**src/sv/ssba_pkg.sv**
```systemverilog
`timescale 1ns / 1ps

package ssba_pkg;

    localparam int CELL_BITS  = 32;
    localparam int CELL_W     = 5;
    localparam int SLOT_W     = 7;
    localparam int CELL_IDX_W = SLOT_W - CELL_W;
    localparam int WORD_W     = 32;

    localparam logic [1:0] REQ_ALLOC = 2'd0;
    localparam logic [1:0] REQ_WRITE = 2'd1;
    localparam logic [1:0] REQ_FREE  = 2'd2;
    localparam logic [1:0] REQ_BAD   = 2'd3;

    localparam logic [1:0] POOL_LARGE  = 2'd0;
    localparam logic [1:0] POOL_MEDIUM = 2'd1;
    localparam logic [1:0] POOL_SMALL  = 2'd2;
    localparam logic [1:0] POOL_BAD    = 2'd3;

    localparam logic [1:0] ST_OK       = 2'd0;
    localparam logic [1:0] ST_BAD_POOL = 2'd1;
    localparam logic [1:0] ST_FULL     = 2'd2;
    localparam logic [1:0] ST_RANGE    = 2'd3;

    typedef struct packed {
        logic [1:0]        req_type;
        logic [1:0]        pool;
        logic [SLOT_W-1:0] slot;
        logic [WORD_W-1:0] control_word;
    } req_t;

    typedef struct packed {
        logic [1:0]        status;
        logic [SLOT_W-1:0] result_slot;
        logic              write_valid;
        logic [1:0]        write_pool;
        logic [WORD_W-1:0] write_data;
    } rsp_t;

    typedef struct packed {
        logic              valid;
        logic [1:0]        req_type;
        logic [1:0]        pool;
        logic [SLOT_W-1:0] slot;
        logic [WORD_W-1:0] word;
        logic [1:0]        status;
        logic              found;
    } tok_t;

    function automatic logic [CELL_BITS-1:0] cell_mask(input int size, input int idx);
        logic [CELL_BITS-1:0] m;
        m = '0;
        for (int i = 0; i < CELL_BITS; i++)
        begin
            m[i] = ((idx * CELL_BITS + i) < size);
        end
        return m;
    endfunction

endpackage

```
**src/sv/sprite_slot_bitmap_allocator.sv**
```systemverilog
`timescale 1ns / 1ps

// Sprite control slot allocator for three pools (large, medium, small).
// A request transfer on the req channel allocates the lowest free slot of a
// pool, writes a control word to a named slot, or frees a slot. Each request
// gives exactly one transfer on the rsp channel with a status, the slot and
// the control register write to issue, if any.
// The used bits live in a chain of cells of 32 slots each, one cell per 32
// slots of the largest pool. A request walks the chain one cell per cycle
// through the entry register and the N cells, where N is the number of cells
// (4 with the default sizes), and its response is registered at the output.
// req_stall holds off the next request until the last one leaves the chain.
// While a response waits under rsp_stall, the next request is still taken;
// its response is parked in a hold register, and req_stall stays high until
// that hold register drains.
// Reset marks every slot free and empties the chain and the output.

module sprite_slot_bitmap_allocator #(
    parameter int LARGE_SLOTS  = 64,
    parameter int MEDIUM_SLOTS = 64,
    parameter int SMALL_SLOTS  = 128
) (
    input  logic           clk,
    input  logic           rst_n,
    input  logic           req_valid,
    output logic           req_stall,
    input  ssba_pkg::req_t req,
    output logic           rsp_valid,
    input  logic           rsp_stall,
    output ssba_pkg::rsp_t rsp
);

    localparam int CB        = ssba_pkg::CELL_BITS;
    localparam int SZ_W      = ssba_pkg::SLOT_W + 1;
    localparam int MAX_LM    = (LARGE_SLOTS > MEDIUM_SLOTS) ? LARGE_SLOTS : MEDIUM_SLOTS;
    localparam int MAX_SLOTS = (MAX_LM > SMALL_SLOTS) ? MAX_LM : SMALL_SLOTS;
    localparam int N_CELLS   = (MAX_SLOTS + CB - 1) / CB;

    localparam logic [SZ_W-1:0] LARGE_SIZE  = SZ_W'(LARGE_SLOTS);
    localparam logic [SZ_W-1:0] MEDIUM_SIZE = SZ_W'(MEDIUM_SLOTS);
    localparam logic [SZ_W-1:0] SMALL_SIZE  = SZ_W'(SMALL_SLOTS);

    ssba_pkg::tok_t chain [0:N_CELLS];
    ssba_pkg::tok_t tok0_reg, tok0_next;
    ssba_pkg::tok_t tok_end;

    logic            busy_reg, busy_next;
    logic            hold_valid_reg, hold_valid_next;
    ssba_pkg::rsp_t  hold_reg, hold_next;
    logic            rsp_valid_reg, rsp_valid_next;
    ssba_pkg::rsp_t  rsp_reg, rsp_next;

    logic            accept;
    logic            out_free;
    logic [SZ_W-1:0] pool_size;
    logic [1:0]      entry_status;
    ssba_pkg::rsp_t  end_rsp;
    logic [N_CELLS:0] chain_valid;

    assign accept   = req_valid && !req_stall;
    assign out_free = !rsp_valid_reg || !rsp_stall;

    always_comb
    begin
        unique case (req.pool)
            ssba_pkg::POOL_LARGE:  pool_size = LARGE_SIZE;
            ssba_pkg::POOL_MEDIUM: pool_size = MEDIUM_SIZE;
            ssba_pkg::POOL_SMALL:  pool_size = SMALL_SIZE;
            default:               pool_size = '0;
        endcase

        priority if (req.req_type == ssba_pkg::REQ_BAD || req.pool == ssba_pkg::POOL_BAD)
        begin
            entry_status = ssba_pkg::ST_BAD_POOL;
        end
        else if (req.req_type != ssba_pkg::REQ_ALLOC && {1'b0, req.slot} >= pool_size)
        begin
            entry_status = ssba_pkg::ST_RANGE;
        end
        else
        begin
            entry_status = ssba_pkg::ST_OK;
        end

        tok0_next.valid    = accept;
        tok0_next.req_type = req.req_type;
        tok0_next.pool     = req.pool;
        tok0_next.slot     = req.slot;
        tok0_next.word     = req.control_word;
        tok0_next.status   = entry_status;
        tok0_next.found    = 1'b0;
    end

    assign chain[0] = tok0_reg;

    for (genvar k = 0; k < N_CELLS; k++)
    begin : g_cell
        ssba_cell #(
            .CELL_IDX     (k),
            .LARGE_SLOTS  (LARGE_SLOTS),
            .MEDIUM_SLOTS (MEDIUM_SLOTS),
            .SMALL_SLOTS  (SMALL_SLOTS)
        ) u_cell (
            .clk     (clk),
            .rst_n   (rst_n),
            .tok_in  (chain[k]),
            .tok_out (chain[k + 1])
        );
    end

    assign tok_end = chain[N_CELLS];

    always_comb
    begin
        for (int k = 0; k <= N_CELLS; k++)
        begin
            chain_valid[k] = chain[k].valid;
        end
    end

    always_comb
    begin
        end_rsp = '0;
        if (tok_end.status == ssba_pkg::ST_OK && tok_end.req_type == ssba_pkg::REQ_ALLOC
            && !tok_end.found)
        begin
            end_rsp.status = ssba_pkg::ST_FULL;
        end
        else
        begin
            end_rsp.status = tok_end.status;
        end

        if (end_rsp.status == ssba_pkg::ST_OK)
        begin
            end_rsp.result_slot = tok_end.slot;
            end_rsp.write_valid = 1'b1;
            end_rsp.write_pool  = tok_end.pool;
            end_rsp.write_data  = (tok_end.req_type == ssba_pkg::REQ_FREE) ? '0 : tok_end.word;
        end
    end

    always_comb
    begin
        busy_next       = busy_reg;
        hold_valid_next = hold_valid_reg;
        hold_next       = hold_reg;
        rsp_valid_next  = rsp_valid_reg;
        rsp_next        = rsp_reg;

        if (accept)
        begin
            busy_next = 1'b1;
        end

        priority if (tok_end.valid)
        begin
            busy_next = 1'b0;
            if (out_free)
            begin
                rsp_valid_next = 1'b1;
                rsp_next       = end_rsp;
            end
            else
            begin
                hold_valid_next = 1'b1;
                hold_next       = end_rsp;
            end
        end
        else if (hold_valid_reg && out_free)
        begin
            hold_valid_next = 1'b0;
            rsp_valid_next  = 1'b1;
            rsp_next        = hold_reg;
        end
        else if (out_free)
        begin
            rsp_valid_next = 1'b0;
        end
        else
        begin
            rsp_valid_next = rsp_valid_reg;
        end
    end

    always_ff @(posedge clk or negedge rst_n)
    begin
        if (!rst_n)
        begin
            tok0_reg       <= '0;
            busy_reg       <= 1'b0;
            hold_valid_reg <= 1'b0;
            rsp_valid_reg  <= 1'b0;
        end
        else
        begin
            tok0_reg       <= tok0_next;
            busy_reg       <= busy_next;
            hold_valid_reg <= hold_valid_next;
            rsp_valid_reg  <= rsp_valid_next;
        end
    end

    always_ff @(posedge clk)
    begin
        hold_reg <= hold_next;
        rsp_reg  <= rsp_next;
    end

    assign req_stall = busy_reg || hold_valid_reg;
    assign rsp_valid = rsp_valid_reg;
    assign rsp       = rsp_reg;

    a_one_request: assert property (@(posedge clk) disable iff (!rst_n)
        $countones(chain_valid) <= 1)
        else $error("More than one request is inside the cell chain.");

    a_chain_busy: assert property (@(posedge clk) disable iff (!rst_n)
        (|chain_valid) |-> busy_reg)
        else $error("A request is in the cell chain while the block is not busy.");

    a_hold_idle: assert property (@(posedge clk) disable iff (!rst_n)
        hold_valid_reg |-> !busy_reg)
        else $error("A response is held while a request is still in the chain.");

    a_write_ok: assert property (@(posedge clk) disable iff (!rst_n)
        (rsp_valid_reg && rsp_reg.write_valid) |-> (rsp_reg.status == ssba_pkg::ST_OK))
        else $error("A control register write is issued with an error status.");

endmodule

```
**src/sv/ssba_cell.sv**
```systemverilog
`timescale 1ns / 1ps

module ssba_cell #(
    parameter int CELL_IDX     = 0,
    parameter int LARGE_SLOTS  = 64,
    parameter int MEDIUM_SLOTS = 64,
    parameter int SMALL_SLOTS  = 128
) (
    input  logic          clk,
    input  logic          rst_n,
    input  ssba_pkg::tok_t tok_in,
    output ssba_pkg::tok_t tok_out
);

    localparam int CB    = ssba_pkg::CELL_BITS;
    localparam int CW    = ssba_pkg::CELL_W;
    localparam int SW    = ssba_pkg::SLOT_W;
    localparam int IDX_W = ssba_pkg::CELL_IDX_W;

    localparam logic [CB-1:0] LARGE_MASK  = ssba_pkg::cell_mask(LARGE_SLOTS, CELL_IDX);
    localparam logic [CB-1:0] MEDIUM_MASK = ssba_pkg::cell_mask(MEDIUM_SLOTS, CELL_IDX);
    localparam logic [CB-1:0] SMALL_MASK  = ssba_pkg::cell_mask(SMALL_SLOTS, CELL_IDX);
    localparam logic [IDX_W-1:0] MY_IDX   = IDX_W'(CELL_IDX);

    logic [CB-1:0]  large_reg, large_next;
    logic [CB-1:0]  medium_reg, medium_next;
    logic [CB-1:0]  small_reg, small_next;
    ssba_pkg::tok_t tok_reg, tok_next;

    logic [CB-1:0] sel_used;
    logic [CB-1:0] sel_mask;
    logic [CB-1:0] free_bits;
    logic [CB-1:0] low_bit;
    logic [CW-1:0] low_idx;
    logic [CB-1:0] set_bits;
    logic [CB-1:0] clr_bits;
    logic          ok;
    logic          do_alloc;
    logic          do_free;

    always_comb
    begin
        unique case (tok_in.pool)
            ssba_pkg::POOL_LARGE:
            begin
                sel_used = large_reg;
                sel_mask = LARGE_MASK;
            end
            ssba_pkg::POOL_MEDIUM:
            begin
                sel_used = medium_reg;
                sel_mask = MEDIUM_MASK;
            end
            ssba_pkg::POOL_SMALL:
            begin
                sel_used = small_reg;
                sel_mask = SMALL_MASK;
            end
            default:
            begin
                sel_used = '1;
                sel_mask = '0;
            end
        endcase
    end

    // The lowest free bit is isolated with a two's complement trick.
    assign free_bits = ~sel_used & sel_mask;
    assign low_bit   = free_bits & (~free_bits + CB'(1));

    always_comb
    begin
        low_idx = '0;
        for (int b = 0; b < CW; b++)
        begin
            for (int i = 0; i < CB; i++)
            begin
                if (low_bit[i] && (((i >> b) & 1) == 1))
                begin
                    low_idx[b] = 1'b1;
                end
            end
        end
    end

    assign ok       = tok_in.valid && (tok_in.status == ssba_pkg::ST_OK);
    assign do_alloc = ok && (tok_in.req_type == ssba_pkg::REQ_ALLOC) && !tok_in.found
                      && (|free_bits);
    assign do_free  = ok && (tok_in.req_type == ssba_pkg::REQ_FREE)
                      && (tok_in.slot[SW-1:CW] == MY_IDX);
    assign set_bits = do_alloc ? low_bit : '0;
    assign clr_bits = do_free ? (CB'(1) << tok_in.slot[CW-1:0]) : '0;

    always_comb
    begin
        large_next  = large_reg;
        medium_next = medium_reg;
        small_next  = small_reg;
        unique case (tok_in.pool)
            ssba_pkg::POOL_LARGE:  large_next  = (large_reg | set_bits) & ~clr_bits;
            ssba_pkg::POOL_MEDIUM: medium_next = (medium_reg | set_bits) & ~clr_bits;
            ssba_pkg::POOL_SMALL:  small_next  = (small_reg | set_bits) & ~clr_bits;
            default:               large_next  = large_reg;
        endcase

        tok_next = tok_in;
        if (do_alloc)
        begin
            tok_next.found = 1'b1;
            tok_next.slot  = {MY_IDX, low_idx};
        end
    end

    always_ff @(posedge clk or negedge rst_n)
    begin
        if (!rst_n)
        begin
            large_reg  <= '0;
            medium_reg <= '0;
            small_reg  <= '0;
            tok_reg    <= '0;
        end
        else
        begin
            large_reg  <= large_next;
            medium_reg <= medium_next;
            small_reg  <= small_next;
            tok_reg    <= tok_next;
        end
    end

    assign tok_out = tok_reg;

endmodule
```
**config.mk**
```make
export PLATFORM = sky130hd
export DESIGN_NAME = sprite_slot_bitmap_allocator
export DESIGN_NICKNAME = d
export VERILOG_FILES = /design/src/sv/ssba_pkg.sv /design/src/sv/sprite_slot_bitmap_allocator.sv /design/src/sv/ssba_cell.sv
export SDC_FILE = /design/constraint.sdc
export NUM_CORES = 1
export LEC_CHECK = 0
export ABC_CLOCK_PERIOD_IN_PS = 3520
export BUFFER_PORTS_ARGS = -buffer_cell sky130_fd_sc_hd__buf_2
export CORE_UTILIZATION = 45
export DETAILED_ROUTE_END_ITERATION = 10
export SLEW_MARGIN = 20
export SYNTH_ARGS = -nofsm -noshare
export SYNTH_HDL_FRONTEND = slang
export SYNTH_HIERARCHICAL = 1
export SYNTH_SLANG_ARGS = --single-unit
```
**constraint.sdc**
```tcl
create_clock -name clk -period 3.52 [get_ports clk]
set_clock_uncertainty 0.1 [all_clocks]
set_input_delay 0.352 -clock clk [delete_from_list [all_inputs] [get_ports clk]]
set_output_delay 0.352 -clock clk [all_outputs]
set_load 0.01 [all_outputs]
```
**Word level (Yosys, flattened, before mapping)**

Index checks and enable logic that the tools add are counted.

- Eq/ne operators: 22
- Reduce and logical (&&, ||, !) cells: 70
- Shift operators: 4
- Add/subtract/negate cells: 4
- Multiplexer cells: 362
- Order comparisons: 1
- Bitwise logic cells: 45

Operators with widths:

| kind | count |
|---|---|
| bitwise AND 32 bit | 20 |
| 2-to-1 mux 32 bit | 13 |
| NOT 32 bit | 12 |
| OR 32 bit | 12 |
| case mux 32 bit (3 select lines) | 4 |
| 2-to-1 mux 1 bit | 333 |
| 2-to-1 mux 44 bit | 3 |
| adder 32 x 1 -> 32 bit, second input constant | 4 |
| OR reduction 32 bit | 4 |
| << shifter 1 x 5 -> 32 bit, first input constant | 4 |
| 2-to-1 mux 42 bit | 1 |
| zero test 2 bit | 17 |
| == test 2 bit, second input constant | 14 |
| logical AND 1 bit | 28 |
| 2-to-1 mux 7 bit | 4 |
| case mux 8 bit (2 select lines) | 1 |
| == test 2 x 1 -> 1 bit, second input constant | 6 |
| >= comparator 7 x 8 -> 1 bit | 1 |
| AND reduction 2 bit | 4 |
| nonzero test 2 bit | 4 |
| zero test 1 bit | 7 |
| 2-to-1 mux 2 bit | 3 |
| OR reduction 3 bit | 2 |
| inequality test 2 bit, second input constant | 2 |
| other kinds (3) | 5 |

- Logic and storage cells: 567
- Input bits: 47
- Bits in registers: 709
- Output and inout bits: 46

**Depth between registers and ports, before layout**

Gate-level depths: netlist (run 1).

- Word-level depth: 24
- Depth in mapped cells: 13
- Gate-level depth less buffers: 8

**Cells and area by module**

The synthesis (run 1) kept the hierarchy.

By module, submodules not included:

| module | times used | cells an instance | seq. area each (um^2) | area each (um^2) |
|---|---|---|---|---|
| ssba_cell at g_cell[1].u_cell | 1 | 643 | 3578.4 | 6520.0 |
| ssba_cell at g_cell[0].u_cell | 1 | 640 | 3578.4 | 6511.2 |
| sprite_slot_bitmap_allocator | 1 | 269 | 3868.7 | 4759.6 |
| ssba_cell at g_cell[2].u_cell | 1 | 317 | 1976.9 | 3432.0 |
| ssba_cell at g_cell[3].u_cell | 1 | 317 | 1976.9 | 3430.8 |

**Worst setup path before layout (run 1)**

OpenSTA, ideal clock, no wires.

- Kind: reg-to-reg
- From: register g_cell[3].u_cell.tok_reg (netlist bit g_cell[3].u_cell/tok_out[46])
- To: register rsp_reg (netlist bit rsp[0]) (enable)
- Data arrival time: 2.688 ns
- Clock period less this slack: 3.248 ns
- Setup slack: 0.272 ns
- Cell stages (with the launch flop): 4
- Data required time: 2.960 ns
- Library setup time: 0.460 ns
- Buffers on the path: 1
- Path through: dfrtp_1 -> buf_2 -> nor2_1 -> a21oi_1

- Word-level cells in the longest chain between the ends: 2
- Elaborated cells between the ends (all ways): 3
- Those cells by class: 1 x eq/ne; 2 x reduce/logical

Ends and longest elaborated chain:

| element | line | text |
|---|---|---|
| start: declaration | ssba_cell.sv:28 | `ssba_pkg::tok_t tok_reg, tok_next;` |
| start signal: assignment | ssba_cell.sv:128 | `tok_reg <= tok_next;` |
| inequality test 2 bit (no source line) / nonzero test 2 bit (equally long branches) | n/a |  |
| AND reduction 2 bit (no source line) (*) | n/a |  |
| end signal: assignment | sprite_slot_bitmap_allocator.sv:207 | `rsp_reg <= rsp_next;` |
| end: declaration | sprite_slot_bitmap_allocator.sv:51 | `ssba_pkg::rsp_t rsp_reg, rsp_next;` |

Every way passes the cells marked *; elsewhere a longest branch is shown, timed or not.
A chain may end at the register's enable or synchronous reset.

==> results of run 1 <==
## per-stage QoR
stage	hold WS [ns]	total power, uW	util [%]	area (sq um)
2_1_floorplan	-0.04359	7716	-	24660
6_report	0.1391	14370	52.66	28450
5_1_grt	0.1672	14910	52.66	28450
3_3_place_gp	0.2114	8110	48.03	25950
3_5_place_dp	0.2120	8132	48.03	25950
4_1_cts	0.1376	14540	52.61	28430
## worst paths after layout
path,cells after the start,end,from,slack (ns)
max in group asynchronous,3,chain[230],rst_n,2.18
worst max register to register,9,g_cell[1].u_cell/tok_out[38],g_cell[0].u_cell/tok_out[42],0.17
worst max-delay path,9,g_cell[1].u_cell/tok_out[38],g_cell[0].u_cell/tok_out[42],0.17
worst min-delay path,2,g_cell[3].u_cell/tok_out[25],rst_n,0.14
worst min register to register,0,g_cell[1].u_cell/tok_out[3],g_cell[0].u_cell/tok_out[3],0.24
min in group clk,0,g_cell[1].u_cell/tok_out[3],g_cell[0].u_cell/tok_out[3],0.24
## placed cells by master, fill, tap and decap left out, types with 57 or more instances in the layout
cell | Yosys | layout
dfrtp_1 | 493 | 490
and3_1 | 57 | 57
nand2_1 | 74 | 74
a31oi_1 | 80 | 78
clkbuf_16 | 0 | 60
mux2_2 | 61 | 61
buf_2 | 45 | 91
nor2_1 | 176 | 172
a21oi_1 | 431 | 429
nor3_1 | 61 | 60
edfxtp_1 | 88 | 88
## kinds of logic (layout without fill, tap and decap cells)
kind of cell | count (synthesis) | count (layout) | synth area share, %
XOR/XNOR | 1 | 1 | 0.03553
flip-flops | 581 | 581 | 60.76
multiplexers | 66 | 66 | 3.015
AND/OR/NAND/NOR | 617 | 617 | 14.11
buffers and inverters | 164 | 323 | 3.238
other | 1 | 3 | 0.01521
AO/OA/AOI/OAI | 756 | 756 | 18.83
## power by group
part | total, uW | switching, uW | leakage (uW) | internal [uW]
Sequential | 7180 | 130 | 0.00716 | 7050
Clock | 6320 | 2610 | 0.000993 | 3710
Combinational | 859 | 559 | 0.00404 | 300
Total | 14400 | 3300 | 0.0122 | 11100
## cell type report
class | instances | area [sq um]
flip-flops and latches | 581 | 14980
well taps | 696 | 870.8
fillers | 4649 | 25580
clock buffers | 81 | 1720
clock inverters | 26 | 296.5
multi-input cells | 1443 | 8982
inverters | 19 | 71.32
repair buffers | 197 | 1524
## routing by layer
metal,part of all wire [%],track usage [%],vias up,routed length [um]
met5,0,0,-,0
met4,2.3,6.675,0,1388
met3,5.7,3.101,112,3499
met2,46,34.45,601,28030
met1,46,32.00,9175,27990
li1,-,-,8367,-
## what timing repair did
item | CTS | global route
endpoints found under the setup margin | 0 | 36
resized for setup | 0 | 5
hold buffers | 46 | 0
hold endpoints to repair | 100 | 0
## worst register-to-register path, delay by kind of cell, from the launching register on
kind	cells	cell delay, ns
AO/OA/AOI/OAI	3	0.62
buffers and inverters	1	0.35
multiplexers	1	0.38
AND/OR/NAND/NOR	4	1.27
flip-flops	1	0.52
==> metrics.txt, run 1 <==
register area share after synthesis 60.76%; crit-path cells buf_4 > mux2_2 > o22a_1 > nand4_1 > or3_1 > or3_1 > o21ai_0 > or4_1 > o32a_1; clock-pin slew on the worst setup and hold paths 0.06 ns; Placed Instances 2890; antenna violations before repair 3; Routed WL 60910 um; unrepaired setup endpoints after global routing no; PortBufs 92; total number of vias 18255; Cells after Synth 2186; number of flops mapped to enable cells by yosys 88; Starting Density 45.63%; diode count 0; PwrDens 505.0 mW/mm^2; die height 236.1 um; Die W 236.1 um; delay-heaviest family, CP simple AND/OR/NAND/NOR gates; routability cong. 0.8837; HP Class input port to asynchronous set/reset pin; grt total ovfl 0; Worst-Skew Late Latency 0.63 ns; top post-synthesis cells by count dfrtp_1, a21oi_1, nor2_1, edfxtp_1, a31oi_1; CP Data Arrival Time 3.75 ns; Sink Count 581; HPWL Detailed 40640 um; synth top area cells dfrtp_1, edfxtp_1, a21oi_1; CP Max Fanout 17; maxcap violations 0; Ys Warns 6; crit share post-route 95.21%; DR DRC count 0; most common cell in the netlist dfrtp_1; Max rail drop VDD 0.0003666 V; Row Count 85; Worst slew margin 31.86%; # setup viols final 0; Synth area leader dfrtp_1; post-synth top area share 50.04%; DRC marker count from the first detailed-route iteration 1511; Tmin final 3.351 ns; drt wl/cell 20.02 um; CTS tree done; Slew Viols, Final 0; H-tree depth 2; Crit-path slowest cell dfrtp_2; first-pass GRT wire length 99370 um; setup ws final 0.1685 ns; Setup Crit Path Kind flop to flop; Netlist cell types 83; drt first pass iters 6; Bufs on Longest Clock Path 3; Num CTS Buffers 58; leakage 0.01219 uW; Largest register FFs 188; root buffer cell clkbuf_16; async set-reset flop share out of synthesis 84.85%; Crit path required time 3.92 ns; Mapped Avg Cell Area 11.28 sq um; Tot GR Track Use 22.07%; Die ar. 0.05573 sq mm; Synth Flop Type dfrtp_1; Setup WS pre-CTS 0.1849 ns; CP Launch Type flop; Via density 5.999; Area growth, synth to finish 15.39%; Yosys reg bits 581; share of layout cells above drive strength 1 16.11%; Max Clk Rate 298.4 MHz; Worst-Margin Slew 1.022 ns; Fin. Hold Viols 0; IO Pins 93; post-route ant nets 0; pin count of the biggest net entering global routing 106; Buffers & Inverters on Critical Path 1; status finished clean; Critical Path End Type flop; Setup TNS Final 0 ns; # nets final 2347; crit-path most repeated cell or3_1; vias in the first global route 18258; mapped cell area 0.02465 sq mm; Finished Layout Cells 3043; Post CTS Setup Buffer Count 0; core area 0.05403 sq mm; worst stage delay on the critical path 0.52 ns
No activity file was read; power rests on OpenSTA's default activity.
==> run 2: changes to the inputs <==
--- a/config.mk
+++ b/config.mk
@@ -5,7 +5,7 @@
 export SDC_FILE = /design/constraint.sdc
 export NUM_CORES = 1
 export LEC_CHECK = 0
-export ABC_CLOCK_PERIOD_IN_PS = 3520
+export ABC_CLOCK_PERIOD_IN_PS = 3800
 export BUFFER_PORTS_ARGS = -buffer_cell sky130_fd_sc_hd__buf_2
 export CORE_UTILIZATION = 45
 export DETAILED_ROUTE_END_ITERATION = 10
==> constraint.sdc (replaced) <==
create_clock -name clk -period 3.8 [get_ports clk]
set_clock_uncertainty 0.1 [all_clocks]
set_input_delay 0.38 -clock clk [delete_from_list [all_inputs] [get_ports clk]]
set_output_delay 0.38 -clock clk [all_outputs]
set_load 0.01 [all_outputs]
==> run 2 against run 1 <==
  * First-iteration DRC count is 4.6% lower
  * Die area stayed put
  * Worst setup slack better by 0.10 ns
  * Clock-buffer cell count is 8 lower
  * Via count is 0.65% lower
  * Cell area is 0.18% higher
  * Highest routed layer unchanged
==> metrics.txt, run 2 (synthesized netlist as in run 1, its figures left out) <==
Crit path required time 4.25 ns; CP Data Arrival Time 3.98 ns; # nets final 2344; Routed WL 61420 um; Largest register FFs 188; unrepaired setup endpoints after global routing no; drt first pass iters 8; Via density 5.952; # setup viols final 0; crit share post-route 92.83%; crit path launch g_cell[0].u_cell/tok_out[42]; status finished clean; total number of vias 18137; most common cell after layout, fill and taps aside dfrtp_1; IO Pins 93; DR DRC count 0; Worst-Skew Late Latency 0.63 ns; hold_sp g_cell[0].u_cell/tok_out[29]; final hold slack 0.2408 ns; Starting Density 45.63%; Num CTS Buffers 60; Die W 236.1 um; Bufs on Longest Clock Path 3; Tot GR Track Use 22.26%; Worst-Margin Slew 0.9435 ns; Fin. Hold Viols 0; Setup Crit Path Kind flop to flop; maxcap violations 0; Max Clk Rate 283.5 MHz; Slew Viols, Final 0; core area 0.05403 sq mm; Post CTS Setup Buffer Count 0; share of layout cells above drive strength 1 16.05%; CTS tree done; setup ws final 0.2723 ns; H-tree depth 2; HPWL Detailed 41140 um; Max rail drop VDD 0.0003716 V; Setup TNS Final 0 ns; Tmin final 3.528 ns; die height 236.1 um; Row Count 85; Area growth, synth to finish 15.60%; routability cong. 0.8800; Pwr Total 13630 uW; Area after DPL 0.02589 sq mm; PwrDens 478.2 mW/mm^2; grt total ovfl 0; HP Class flop to flop; Sink Count 581; leakage 0.01219 uW; Worst slew margin 36.87%; post-route ant nets 0; final instance area 0.02850 sq mm; PortBufs 92; first-pass GRT wire length 100400 um; vias in the first global route 18326; pin count of the biggest net entering global routing 109; commonest cells after routing, fill and taps aside dfrtp_1, a21oi_1, nor2_1, buf_2, edfxtp_1; reg2reg start g_cell[0].u_cell/tok_out[42]; root buffer cell clkbuf_16; CP Launch Type flop; DRC marker count from the first detailed-route iteration 1441; drt wl/cell 20.16 um; clock-pin slew on the worst setup and hold paths 0.07 ns; antenna violations before repair 0; Setup WS pre-CTS 0.3345 ns; Critical Path End Type flop; Die ar. 0.05573 sq mm; CP Max Fanout 22
## run 2: final cells by class
class,instances,area [sq um]
Inverter,19,71.32
Multi-Input combinational cell,1443,8960
Clock buffer,73,1677
Tap cell,696,870.8
Fill cell,4709,25530
Sequential cell,581,14980
Timing Repair Buffer,192,1461
Clock inverter,41,471.7
Antenna cell,2,5.005
## run 2: per-layer routing
layer | up-vias | GRT usage (%) | routed length [um]
met1 | 9108 | 32.34 | 28530
li1 | 8370 | - | -
met3 | 110 | 2.949 | 3294
met4 | 0 | 6.892 | 1506
met5 | - | 0 | 0
met2 | 549 | 34.73 | 28090
## run 2: final timing paths
path,to,slack [ns],depth (start not counted)
max in group asynchronous,g_cell[3].u_cell/small_reg[9],2.28,3
min in group asynchronous,g_cell[1].u_cell/tok_out[25],0.26,2
max reg2reg,g_cell[1].u_cell/small_reg[18],0.27,9
min reg2reg,g_cell[1].u_cell/tok_out[29],0.24,0
min,g_cell[1].u_cell/tok_out[29],0.24,0
max,g_cell[1].u_cell/small_reg[18],0.27,9
## run 2: what timing repair did
item / CTS / global route
hold buffers: 46 / 0
gates resized for setup: 0 / 0
endpoints found under the hold margin: 147 / 0
## run 2: worst max-delay path, cell delays in order, from the launching register on
cell and delay (ns):
dfrtp_2 0.56, nand2b_4 0.38, buf_4 0.27, o22ai_1 0.15, or2_2 0.34, nor3_1 0.49, nand2_1 0.23, nor4_1 0.62
a21oi_1 0.14, a21oi_1 0.17
## run 2: through the flow
stage	utilization, %	instances
floorplan	-	2188
global placement	47.91	2885
detailed placement	47.91	2885
CTS	52.74	3045
global route	52.74	3045
finish	52.75	3047
## run 2: report_power, final
part           switching (uW)  internal [uW]  leakage [uW]  total, uW
registers                 120           6530       0.00716       6650
logic                     522            272       0.00400        794
clock network            2530           3650       0.00103       6180
total                    3170          10500        0.0122      13600
==> run 3: changes to the inputs <==
--- a/config.mk
+++ b/config.mk
@@ -7,6 +7,7 @@
 export LEC_CHECK = 0
 export ABC_CLOCK_PERIOD_IN_PS = 3800
 export BUFFER_PORTS_ARGS = -buffer_cell sky130_fd_sc_hd__buf_2
+export CORE_ASPECT_RATIO = 1.4
 export CORE_UTILIZATION = 45
 export DETAILED_ROUTE_END_ITERATION = 10
 export SLEW_MARGIN = 20
==> run 3 against run 2 <==
  * Critical path depth unchanged
  * Cell area down 0.41%
  * Wire length up 3.4%
  * Die area about the same
  * Hold slack about the same
  * Clock-buffer cell count unchanged
  * Critical path type unchanged
  * Critical endpoint is now g_cell[1].u_cell/tok_out[36]
==> metrics.txt, run 3 (synthesized netlist as in run 1, its figures left out) <==
status finished clean; HPWL Detailed 42810 um; Tmin final 3.459 ns; unrepaired setup endpoints after global routing no; crit share post-route 91.04%; post-route ant nets 0; final hold slack 0.2411 ns; Bufs on Longest Clock Path 3; die height 279.0 um; Largest register FFs 188; commonest cells after routing, fill and taps aside dfrtp_1, a21oi_1, nor2_1, buf_2, edfxtp_1; core area 0.05421 sq mm; IO Pins 93; drt wl/cell 20.76 um; Via density 5.945; setup ws final 0.3405 ns; Setup Crit Path Kind flop to flop; Max Clk Rate 289.1 MHz; # setup viols final 0; HP Class flop to flop; PwrDens 472.0 mW/mm^2; Routed WL 63500 um; met2 WL post-DR 31910 um; Fillers 4693; antenna violations before repair 1; Die ar. 0.05574 sq mm; share of layout cells above drive strength 1 15.79%; clock-pin slew on the worst setup and hold paths 0.06 ns; Setup WS pre-CTS 0.3843 ns; Sink Count 581; register area 0.01498 sq mm; Max rail drop VDD 0.0003838 V; CP Launch Type flop; Crit path required time 4.18 ns; CP Max Fanout 26; H-tree depth 2; Critical Path End Type flop; DRC marker count from the first detailed-route iteration 1125; DR DRC count 0; Row Count 101; Fin. Hold Viols 0; vias in the first global route 18697; Setup TNS Final 0 ns; drt first pass iters 6; PortBufs 92; Starting Density 45.48%; area of the multi-input gates 0.008960 sq mm; total number of vias 18187; routability cong. 0.9065; Tot GR Track Use 23.21%; Slew Viols, Final 0; # nets final 2336; root buffer cell clkbuf_16; Num CTS Buffers 56; Worst slew margin 29.00%; Worst-Margin Slew 1.065 ns; leakage 0.01215 uW; top routing layer used met4; CP Data Arrival Time 3.84 ns; CTS tree done; Worst-Skew Late Latency 0.65 ns; R2R Setup Slk 0.34 ns; maxcap violations 0; Area growth, synth to finish 15.13%; first-pass GRT wire length 102000 um; pin count of the biggest net entering global routing 104; sum of routed wire segments on met1 26240 um; most common cell after layout, fill and taps aside dfrtp_1; grt total ovfl 0; met3 WL 2739 um; Die W 199.8 um
## run 3: worst paths after layout
| check | from | endpoint | cells after the start |
|---|---|---|---|
| max | g_cell[0].u_cell/tok_out[42] | g_cell[1].u_cell/tok_out[36] | 9 |
| min | g_cell[2].u_cell/tok_out[46] | g_cell[3].u_cell/tok_out[46] | 0 |
| min in group asynchronous | rst_n | chain[200] | 2 |
| min reg2reg | g_cell[2].u_cell/tok_out[46] | g_cell[3].u_cell/tok_out[46] | 0 |
| max reg2reg | g_cell[0].u_cell/tok_out[42] | g_cell[1].u_cell/tok_out[36] | 9 |
| max in group asynchronous | rst_n | g_cell[2].u_cell/small_reg[0] | 3 |
## run 3: per-layer routing
| metal | global-route usage, % | vias to the layer above |
|---|---|---|
| met4 | 10.43 | 0 |
| met3 | 3.442 | 161 |
| met2 | 39.84 | 537 |
| met1 | 28.69 | 9126 |
| li1 | - | 8363 |
| met5 | 0 | - |
## run 3: worst max-delay path: stages (launching register included)
cell and delay, ns:
dfrtp_2 0.61, buf_12 0.26, mux2_2 0.36, o22a_1 0.22
nand4_1 0.28, nand2b_1 0.27, nor2_2 0.13, o211a_1 0.17
a2111oi_0 0.68, a21oi_1 0.15
## run 3: what timing repair did
action	4_1_cts	5_1_grt
hold buffers	46	0
hold endpoints to repair	142	0
gates resized for setup	0	0
setup buffers	0	0
## run 3: power breakdown
| part | total [uW] | internal (uW) | switching, uW |
|---|---|---|---|
| clock | 5950 | 3480 | 2470 |
| combinational | 789 | 272 | 518 |
| sequential | 6660 | 6530 | 126 |
## run 3: area by class of cell
cell class                      instances  area share (%)
Tap cell                              721           3.178
Antenna cell                            1        0.008816
Multi-Input combinational cell       1443           31.57
Clock inverter                         33           1.512
Sequential cell                       581           52.78
Clock buffer                           73           5.656
Timing Repair Buffer                  188           5.043
Inverter                               19          0.2513
## run 3: stage by stage
step	area, sq um	cells	utilization (%)	power [uW]
final	28380	3059	52.36	13400
after CTS	28380	3058	52.35	13580
after detailed placement	25890	2906	47.75	7529
after floorplan	24660	2188	-	7148
after global routing	28380	3058	52.35	13920
after global placement	25890	2906	47.75	7511
